File: src/rtl/bdgd_pkg.sv
// shared types and constants of the button debounce and gesture detector
// no dependencies; imported by the top level and its checker
package bdgd_pkg;

	// gesture codes on the result channel
	typedef enum logic [1:0] {
		G_NONE   = 2'd0,
		G_SINGLE = 2'd1,
		G_TRIPLE = 2'd2,
		G_LONG   = 2'd3
	} gesture_t;

	// register map, word index = paddr[3:2]
	localparam int unsigned ADDR_W = 4;
	typedef enum logic [1:0] {
		REG_DEBOUNCE = 2'd0,
		REG_WINDOW   = 2'd1,
		REG_LONG     = 2'd2,
		REG_NONE     = 2'd3
	} reg_idx_t;

	localparam logic [15:0] DEBOUNCE_RST = 16'd40;
	localparam logic [15:0] WINDOW_RST   = 16'd400;
	localparam logic [15:0] LONG_RST     = 16'd1000;

	// press number that completes a triple click
	localparam logic [1:0] TRIPLE_COUNT = 2'd3;

endpackage

File: src/rtl/button_debounce_gesture_detector.sv
// button debounce with single click, triple click and long press detection
// depends on bdgd_pkg; configuration through a small apb-style register port
//
// Each input transaction carries one raw button sample and the millisecond time; every
// one gives exactly one gesture transaction (none, single press, triple click, long
// press). A sample is taken into an input register, and from there short compare and
// subtract logic updates the debounce and gesture state and loads the result register,
// so one sample is accepted every clock cycle while the output is not stalled. A stalled
// result holds the output register while one more sample waits in the input register.
// Registers: 0x0 debounce_ms, 0x4 multi_click_window_ms, 0x8 long_press_ms, 16 bits
// each; write them only while no transaction is in flight.
module button_debounce_gesture_detector (
	input  logic                        clk,
	input  logic                        arst_n,
	// sample channel
	input  logic                        in_valid,
	output logic                        in_ready,
	input  logic                        raw_pressed,
	input  logic [31:0]                 now_ms,
	// gesture channel
	output logic                        out_valid,
	input  logic                        out_ready,
	output logic [1:0]                  gesture,
	// register port
	input  logic                        psel,
	input  logic                        penable,
	input  logic                        pwrite,
	input  logic [bdgd_pkg::ADDR_W-1:0] paddr,
	input  logic [31:0]                 pwdata,
	output logic [31:0]                 prdata,
	output logic                        pready
);
	import bdgd_pkg::*;

	// configuration registers
	logic [15:0] debounce_q;
	logic [15:0] window_q;
	logic [15:0] long_q;
	reg_idx_t    reg_idx;
	logic        cfg_wr;

	// input stage
	logic        valid_s1;
	logic        raw_s1;
	logic [31:0] now_s1;

	// result register
	logic        out_valid_q;
	gesture_t    gesture_q;

	// debounce and gesture state
	logic        cand_q;
	logic [31:0] cand_since_q;
	logic        deb_q;
	logic        act_q;
	logic [31:0] first_q;
	logic [31:0] pdown_q;
	logic [1:0]  cnt_q;
	logic        swallow_q;

	// next state
	logic        cand_n;
	logic [31:0] cand_since_n;
	logic        deb_n;
	logic        act_n;
	logic [31:0] first_n;
	logic [31:0] pdown_n;
	logic [1:0]  cnt_n;
	logic        swallow_n;
	gesture_t    g_n;

	logic        out_free;
	logic        s1_fire;
	logic        in_fire;

	// elapsed times, wrapping 32-bit differences
	logic [31:0] stable_el;
	logic [31:0] win_el;
	logic [31:0] hold_el;
	logic        stable_ok;
	logic        win_over;
	logic        long_ok;

	// ---------------------------------------------------------------- register port
	assign pready  = 1'b1;
	assign reg_idx = reg_idx_t'(paddr[3:2]);
	assign cfg_wr  = psel && penable && pwrite && pready;

	always_ff @(posedge clk or negedge arst_n) begin
		if (!arst_n) begin
			debounce_q <= DEBOUNCE_RST;
			window_q   <= WINDOW_RST;
			long_q     <= LONG_RST;
		end else if (cfg_wr) begin
			case (reg_idx)
				REG_DEBOUNCE: debounce_q <= pwdata[15:0];
				REG_WINDOW:   window_q   <= pwdata[15:0];
				REG_LONG:     long_q     <= pwdata[15:0];
				default:      ;
			endcase
		end
	end

	always_comb begin
		case (reg_idx)
			REG_DEBOUNCE: prdata = {16'd0, debounce_q};
			REG_WINDOW:   prdata = {16'd0, window_q};
			REG_LONG:     prdata = {16'd0, long_q};
			default:      prdata = 32'd0;
		endcase
	end

	// ---------------------------------------------------------------- flow control
	// the result register frees when empty or taken this cycle
	assign out_free = !out_valid_q || out_ready;
	assign s1_fire  = valid_s1 && out_free;
	assign in_ready = !valid_s1 || out_free;
	assign in_fire  = in_valid && in_ready;

	always_ff @(posedge clk or negedge arst_n) begin
		if (!arst_n) begin
			valid_s1 <= 1'b0;
		end else if (in_ready) begin
			valid_s1 <= in_valid;
		end
	end

	// payload needs no reset
	always_ff @(posedge clk) begin
		if (in_fire) begin
			raw_s1 <= raw_pressed;
			now_s1 <= now_ms;
		end
	end

	always_ff @(posedge clk or negedge arst_n) begin
		if (!arst_n) begin
			out_valid_q <= 1'b0;
		end else if (out_free) begin
			out_valid_q <= valid_s1;
		end
	end

	always_ff @(posedge clk) begin
		if (s1_fire) begin
			gesture_q <= g_n;
		end
	end

	assign out_valid = out_valid_q;
	assign gesture   = gesture_q;

	// ---------------------------------------------------------------- gesture logic
	assign stable_el = now_s1 - cand_since_q;
	assign win_el    = now_s1 - first_q;
	assign hold_el   = now_s1 - pdown_q;
	assign stable_ok = stable_el >= {16'd0, debounce_q};
	assign win_over  = win_el >= {16'd0, window_q};
	assign long_ok   = hold_el >= {16'd0, long_q};

	always_comb begin
		cand_n       = cand_q;
		cand_since_n = cand_since_q;
		deb_n        = deb_q;
		act_n        = act_q;
		first_n      = first_q;
		pdown_n      = pdown_q;
		cnt_n        = cnt_q;
		swallow_n    = swallow_q;
		g_n          = G_NONE;

		if (raw_s1 != cand_q || !(cand_q != deb_q && stable_ok)) begin
			// raw change restarts the stability timer, no edge in that sample
			if (raw_s1 != cand_q) begin
				cand_n       = raw_s1;
				cand_since_n = now_s1;
			end
			// window expiry while released closes the sequence
			if (act_q && !deb_q && win_over) begin
				g_n     = (cnt_q != 2'd0) ? G_SINGLE : G_NONE;
				act_n   = 1'b0;
				first_n = 32'd0;
				pdown_n = 32'd0;
				cnt_n   = 2'd0;
			end
		end else if (cand_q) begin
			// debounced press
			deb_n = 1'b1;
			if (act_q && !win_over && (cnt_q + 2'd1) == TRIPLE_COUNT) begin
				// third press inside the window: report now, swallow its release
				g_n       = G_TRIPLE;
				act_n     = 1'b0;
				first_n   = 32'd0;
				pdown_n   = 32'd0;
				cnt_n     = 2'd0;
				swallow_n = 1'b1;
			end else begin
				// no open sequence or window over: start a fresh one here
				if (!act_q || win_over) begin
					act_n   = 1'b1;
					first_n = now_s1;
					cnt_n   = 2'd0;
				end
				pdown_n = now_s1;
			end
		end else begin
			// debounced release
			deb_n = 1'b0;
			if (swallow_q) begin
				swallow_n = 1'b0;
			end else if (act_q) begin
				if (long_ok) begin
					g_n     = G_LONG;
					act_n   = 1'b0;
					first_n = 32'd0;
					pdown_n = 32'd0;
					cnt_n   = 2'd0;
				end else if (win_over) begin
					// click completes after the window: single press
					g_n     = G_SINGLE;
					act_n   = 1'b0;
					first_n = 32'd0;
					pdown_n = 32'd0;
					cnt_n   = 2'd0;
				end else if (cnt_q != TRIPLE_COUNT) begin
					// count saturates
					cnt_n = cnt_q + 2'd1;
				end
			end
		end
	end

	always_ff @(posedge clk or negedge arst_n) begin
		if (!arst_n) begin
			cand_q       <= 1'b0;
			cand_since_q <= 32'd0;
			deb_q        <= 1'b0;
			act_q        <= 1'b0;
			first_q      <= 32'd0;
			pdown_q      <= 32'd0;
			cnt_q        <= 2'd0;
			swallow_q    <= 1'b0;
		end else if (s1_fire) begin
			cand_q       <= cand_n;
			cand_since_q <= cand_since_n;
			deb_q        <= deb_n;
			act_q        <= act_n;
			first_q      <= first_n;
			pdown_q      <= pdown_n;
			cnt_q        <= cnt_n;
			swallow_q    <= swallow_n;
		end
	end

endmodule

File: config.mk
export PLATFORM = sky130hd
export DESIGN_NAME = button_debounce_gesture_detector
export DESIGN_NICKNAME = d
export VERILOG_FILES = /design/src/rtl/bdgd_pkg.sv /design/src/rtl/button_debounce_gesture_detector.sv
export SDC_FILE = /design/constraint.sdc
export NUM_CORES = 1
export LEC_CHECK = 0
export ABC_AREA = 1
export BUFFER_PORTS_ARGS = -buffer_cell sky130_fd_sc_hd__buf_4
export CORE_UTILIZATION = 25
export DETAILED_ROUTE_END_ITERATION = 10
export GPL_TIMING_DRIVEN = 0
export SETUP_SLACK_MARGIN = 0.05
export SKIP_LAST_GASP = 1
export SLEW_MARGIN = 20
export SYNTH_ARGS = -nofsm -noshare
export SYNTH_HDL_FRONTEND = slang
export SYNTH_SLANG_ARGS = --single-unit
File: constraint.sdc
create_clock -name clk -period 9.3 [get_ports clk]
set_input_delay 1.86 -clock clk [delete_from_list [all_inputs] [get_ports clk]]
set_output_delay 1.86 -clock clk [all_outputs]
set_load 0.03 [all_outputs]
### Word-level counts from Yosys, hierarchy flattened

Index checks and enable logic that the tools add are counted.

* output and inout bits: 37
* logic and storage cells: 112
* flip-flop bits (word level): 187
* input port bits: 76

* magnitude comparators: 3
* bitwise logic cells: 1
* reductions and logical operators: 34
* equal/unequal tests: 10
* add/sub/neg operators: 4
* mux-type cells: 44

Operator list (number)
* $mux 32: 12
* $ge 32x16->1: 3
* $sub 32x32->32: 3
* $pmux 16 s3: 1
* $mux 2: 16
* $mux 1: 15
* $reduce_and 6->1: 2
* $logic_and 1x1->1: 9
* $reduce_and 2->1: 4
* $logic_not 1->1: 6
* $reduce_and 3->1: 2
* $reduce_and 5->1: 1
* $reduce_bool 5->1: 1
* $eq 2x2->1 const B: 2
* $logic_or 1x1->1: 4
* $ne 2x1->1 const B: 2
* $ne 4x1->1 const B: 1
* $reduce_and 4->1: 1
* $reduce_bool 4->1: 1
* $ne 3x2->1 const B: 1
* $reduce_bool 3->1: 1
* $add 2x1->2 const B: 1
* $eq 2x1->1 const B: 1
* $logic_not 2->1: 1
* other kinds (4): 5

### Logic depth before layout (Yosys ltp)

* depth in word-level cells: 8
* mapped depth: 29
* gate-level depth less buffers: 28

### Worst setup path after synthesis

Ideal clock, no wire load.

* kind: input port to output port
* from: input port paddr[3] (netlist name)
* to: output port prdata[10]
* data required time: 7.440 ns
* arrival: 2.880 ns
* stages: 5
* path slack: 4.560 ns
* path buffers: 1
* cells stage by stage: inv_1 -> nor2_1 -> inv_1 -> buf_1 -> o221ai_1

* word-level cells in the longest chain between the ends: 2
* elaborated cells between the ends (all ways): 4
* those cells by class: 2 x eq/ne; 1 x mux; 1 x reduce/logical

Ends and longest elaborated chain
* start: declaration: line button_debounce_gesture_detector.sv:28 `input logic [bdgd_pkg::ADDR_W-1:0] paddr,`
* $eq 2x2->1, or another cell as far along: line button_debounce_gesture_detector.sv:105 `case (reg_idx)`
* $pmux 16 s3 (*): line button_debounce_gesture_detector.sv:105
* end: declaration: line button_debounce_gesture_detector.sv:30 `output logic [31:0] prdata,`

Every way passes the cells marked *; elsewhere a longest branch is shown, timed or not.

### Worst setup path after layout

* from: input port paddr[3] (netlist name)
* to: output port prdata[9]

The elaborated chain is that of the path after synthesis.

==> reports/qor.txt <==
Sequential share of the synthesized area -> 28.8%
Drt pass-1 iters -> 7
TritonCTS clock tree -> built
Cells after Synth -> 2718
Non-Filler Instances -> 3708
Max-slew violation count -> 0
Fin nets -> 3054
Clk buf depth -> 2
Diode count -> 0
Gr usage total -> 16.2%
Die area -> 68700 um^2
Placed inst area -> 18700 um^2
DRC -> 0
Clock slew at reported path FFs -> 0.07 ns
Share of cells above drive strength 1 -> 7.03%
Final setup fails -> 0
Final Hold Fails -> 0
Crit. End Element -> output port
CP Max Fanout -> 10
CP Data Required Time -> 7.44 ns
#FFs+latches synth -> 187
Status -> finished clean
Final min period -> 5.29 ns
Max incr delay on CP -> 0.49 ns
# Max-Cap Violations -> 0
Post-synth ARST share -> 81.3%
Total core area -> 66300 um^2
Most common cell after layout, fill and taps aside -> nand2_1
Critical path type -> in -> out
Number of antenna violations at the first check in global routing -> 0
TNS Setup -> 0 ns
Peak supply drop -> 0.000144 V
Number of synthesized flops with an enable pin -> 35
Largest net degree at the start of global routing -> 94
Gpl congestion -> 0.935
Crit path arrival time -> 3.43 ns
Routed Antenna Nets -> 0
Top_reg_cell synth -> dfrtp_1
Crit path launch type -> input port
Most frequent cells in the layout -> nand2_1 (1026), inv_1 (519), nor2_1 (237)
CTS HTree Levels -> 4
Slew HR -> 54.8%
IO Pins -> 113
Post-CTS resize count -> 0
DR vias/cell -> 4.45
Starting Density -> 25.5%
Cell taking the most area after synthesis -> nand2_1
Worst path top cell family by delay -> buffers and inverters
Starting DRC count in detailed routing -> 1077
Area delta synth->final -> 13.8%
Unrepaired setup endpoints after global routing -> no
Synth cell types -> 44
Post-synth top area share -> 22.8%
Area contributors post-synth -> nand2_1 (23%), dfrtp_1 (21%), inv_1 (12%)
Root buffer cell -> clkbuf_16
Row Count -> 94
Worst path most repeated cell -> buf_4
Final Instance Area -> 19200 um^2
Peak Freq -> 189 MHz
Wire length per cell -> 14.5 um
Pleak -> 10.6 nW
Dpl hpwl -> 45.2 mm
Yosys warning count -> 0
Hold buffer count at CTS -> 0
Clk_lat worst skew -> 0.50 ns
Mapped cell area -> 16900 um^2
Detailed Route WL -> 53.7 mm
PD cells -> 282 nW/um^2
Fin crit share -> 56.9%
Critical path buffers and inverters -> 3
CTS Sinks -> 187
Number of global-route vias before repair -> 15852
Die W -> 262 um
Post CTS Setup Buffer Count -> 0
CP max-delay cell -> nor2_1
Total CTS buffers -> 17
Die height -> 262 um
Vias -> 16509
Worst min-delay path class -> reg -> reg
Synthesized area per cell -> 6.22 um^2
Filler instances -> 7538
IO Port Bufs -> 77
Cells along the critical path -> buf_4 > nor2_1 > clkbuf_1 > nand2_1 > o221ai_1 > buf_4
Fin Hold WS -> 0.471 ns
Least-Margin Pin Slew -> 0.678 ns
Dpl cells -> 3676
GRT overflow -> 0
First-pass GRT wire length -> 85.0 mm
Clk_skew -> 0.0172 ns
-- path summary, 6_finish.rpt --
check,startpoint,endpoint,slack [ns],cells after the start
setup / recovery,paddr[3],prdata[9],4.01,6
hold / removal,pdown_q[28]$_DFFE_PN0P_,pdown_q[28]$_DFFE_PN0P_,0.47,2
setup reg to reg,now_s1[9]$_DFFE_PP_,first_q[22]$_DFFE_PN0P_,4.69,23
hold reg to reg,pdown_q[28]$_DFFE_PN0P_,pdown_q[28]$_DFFE_PN0P_,0.47,2
max in group asynchronous,arst_n,act_q$_DFFE_PN0P_,7.17,2
min in group asynchronous,arst_n,long_q[1]$_DFFE_PN0P_,1.28,1
-- worst register-to-register path, stage by stage, from the launching register on --
cell	delay [ns]
edfxtp_1	0.57
ha_1	0.47
nand2_1	0.12
nor2_1	0.24
inv_1	0.07
nor2_1	0.15
nand2_1	0.07
nand2_1	0.16
xor2_1	0.20
ha_1	0.28
a21oi_1	0.17
o21a_1	0.15
nand2_1	0.05
nor2_1	0.21
nand3_1	0.14
nor2_1	0.12
nand2_1	0.15
inv_1	0.09
nand3_1	0.15
o21ai_2	0.35
buf_2	0.30
nor2_1	0.09
nand3_1	0.14
nand2_1	0.07
-- kinds of logic (layout without fill, tap and decap cells) --
kind of cell / Yosys count / in the layout / synth area share [%]
multiplexers: 2 / 2 / 0.133
flip-flops: 187 / 187 / 28.8
XOR/XNOR: 45 / 45 / 2.33
adder cells (fa/ha/maj): 147 / 147 / 11.0
AO/OA/AOI/OAI: 205 / 205 / 6.91
other: 2 / 17 / 0.0444
AND/OR/NAND/NOR: 1528 / 1528 / 36.6
buffers and inverters: 602 / 713 / 14.2
-- flip-flops by register name, summed over array words and instances (netlist names) --
register / count
act_q: 1
cand_q: 1
cand_since_q: 32
cnt_q: 2
deb_q: 1
debounce_q: 16
first_q: 32
gesture: 2
long_q: 16
now_s1: 32
out_valid: 1
pdown_q: 32
raw_s1: 1
swallow_q: 1
valid_s1: 1
window_q: 16
-- cells in the mapped netlist (21+ instances only) --
master       n
nor2_1     237
nand4_1     30
nor3_1      21
inv_1      520
nand3_1    176
dfrtp_1    141
a21oi_1    106
ha_1       144
o21ai_0     58
edfxtp_1    35
nand2_1   1026
xor2_1      40
-- layout make-up --
type                            count  area, um^2  share of cell area (%)
Buffer                             62         372                    1.93
Clock buffer                       19         434                    2.26
Clock inverter                     13         121                   0.631
Inverter                          540        2030                    10.5
Multi-Input combinational cell   1944        9700                    50.4
Sequential cell                   187        4870                    25.3
Tap cell                          864        1080                    5.62
Timing Repair Buffer               79         633                    3.29
-- through the flow --
step,total power [mW],utilization [%],setup slack [ns]
6_report,5.41,29.0,4.01
2_1_floorplan,3.77,-,4.56
3_5_place_dp,4.69,28.2,4.06
3_3_place_gp,4.64,28.1,4.05
4_1_cts,5.44,29.0,4.06
5_1_grt,6.03,29.0,3.89
-- report_power, final --
part	switching [mW]	total, mW	internal, mW
registers	0.167	1.24	1.07
clock network	0.371	0.725	0.354
logic	2.25	3.45	1.20
total	2.79	5.41	2.63
-- layer usage --
metal	share of wire (%)	vias to the layer above	global-route usage [%]	routed length, um
met5	0	-	0	0
met2	48	355	27.7	25700
met3	4.9	65	2.66	2650
li1	-	8554	-	-
met4	2.2	0	4.69	1200
met1	45	7535	20.8	24100
No activity file was read; power rests on OpenSTA's default activity.
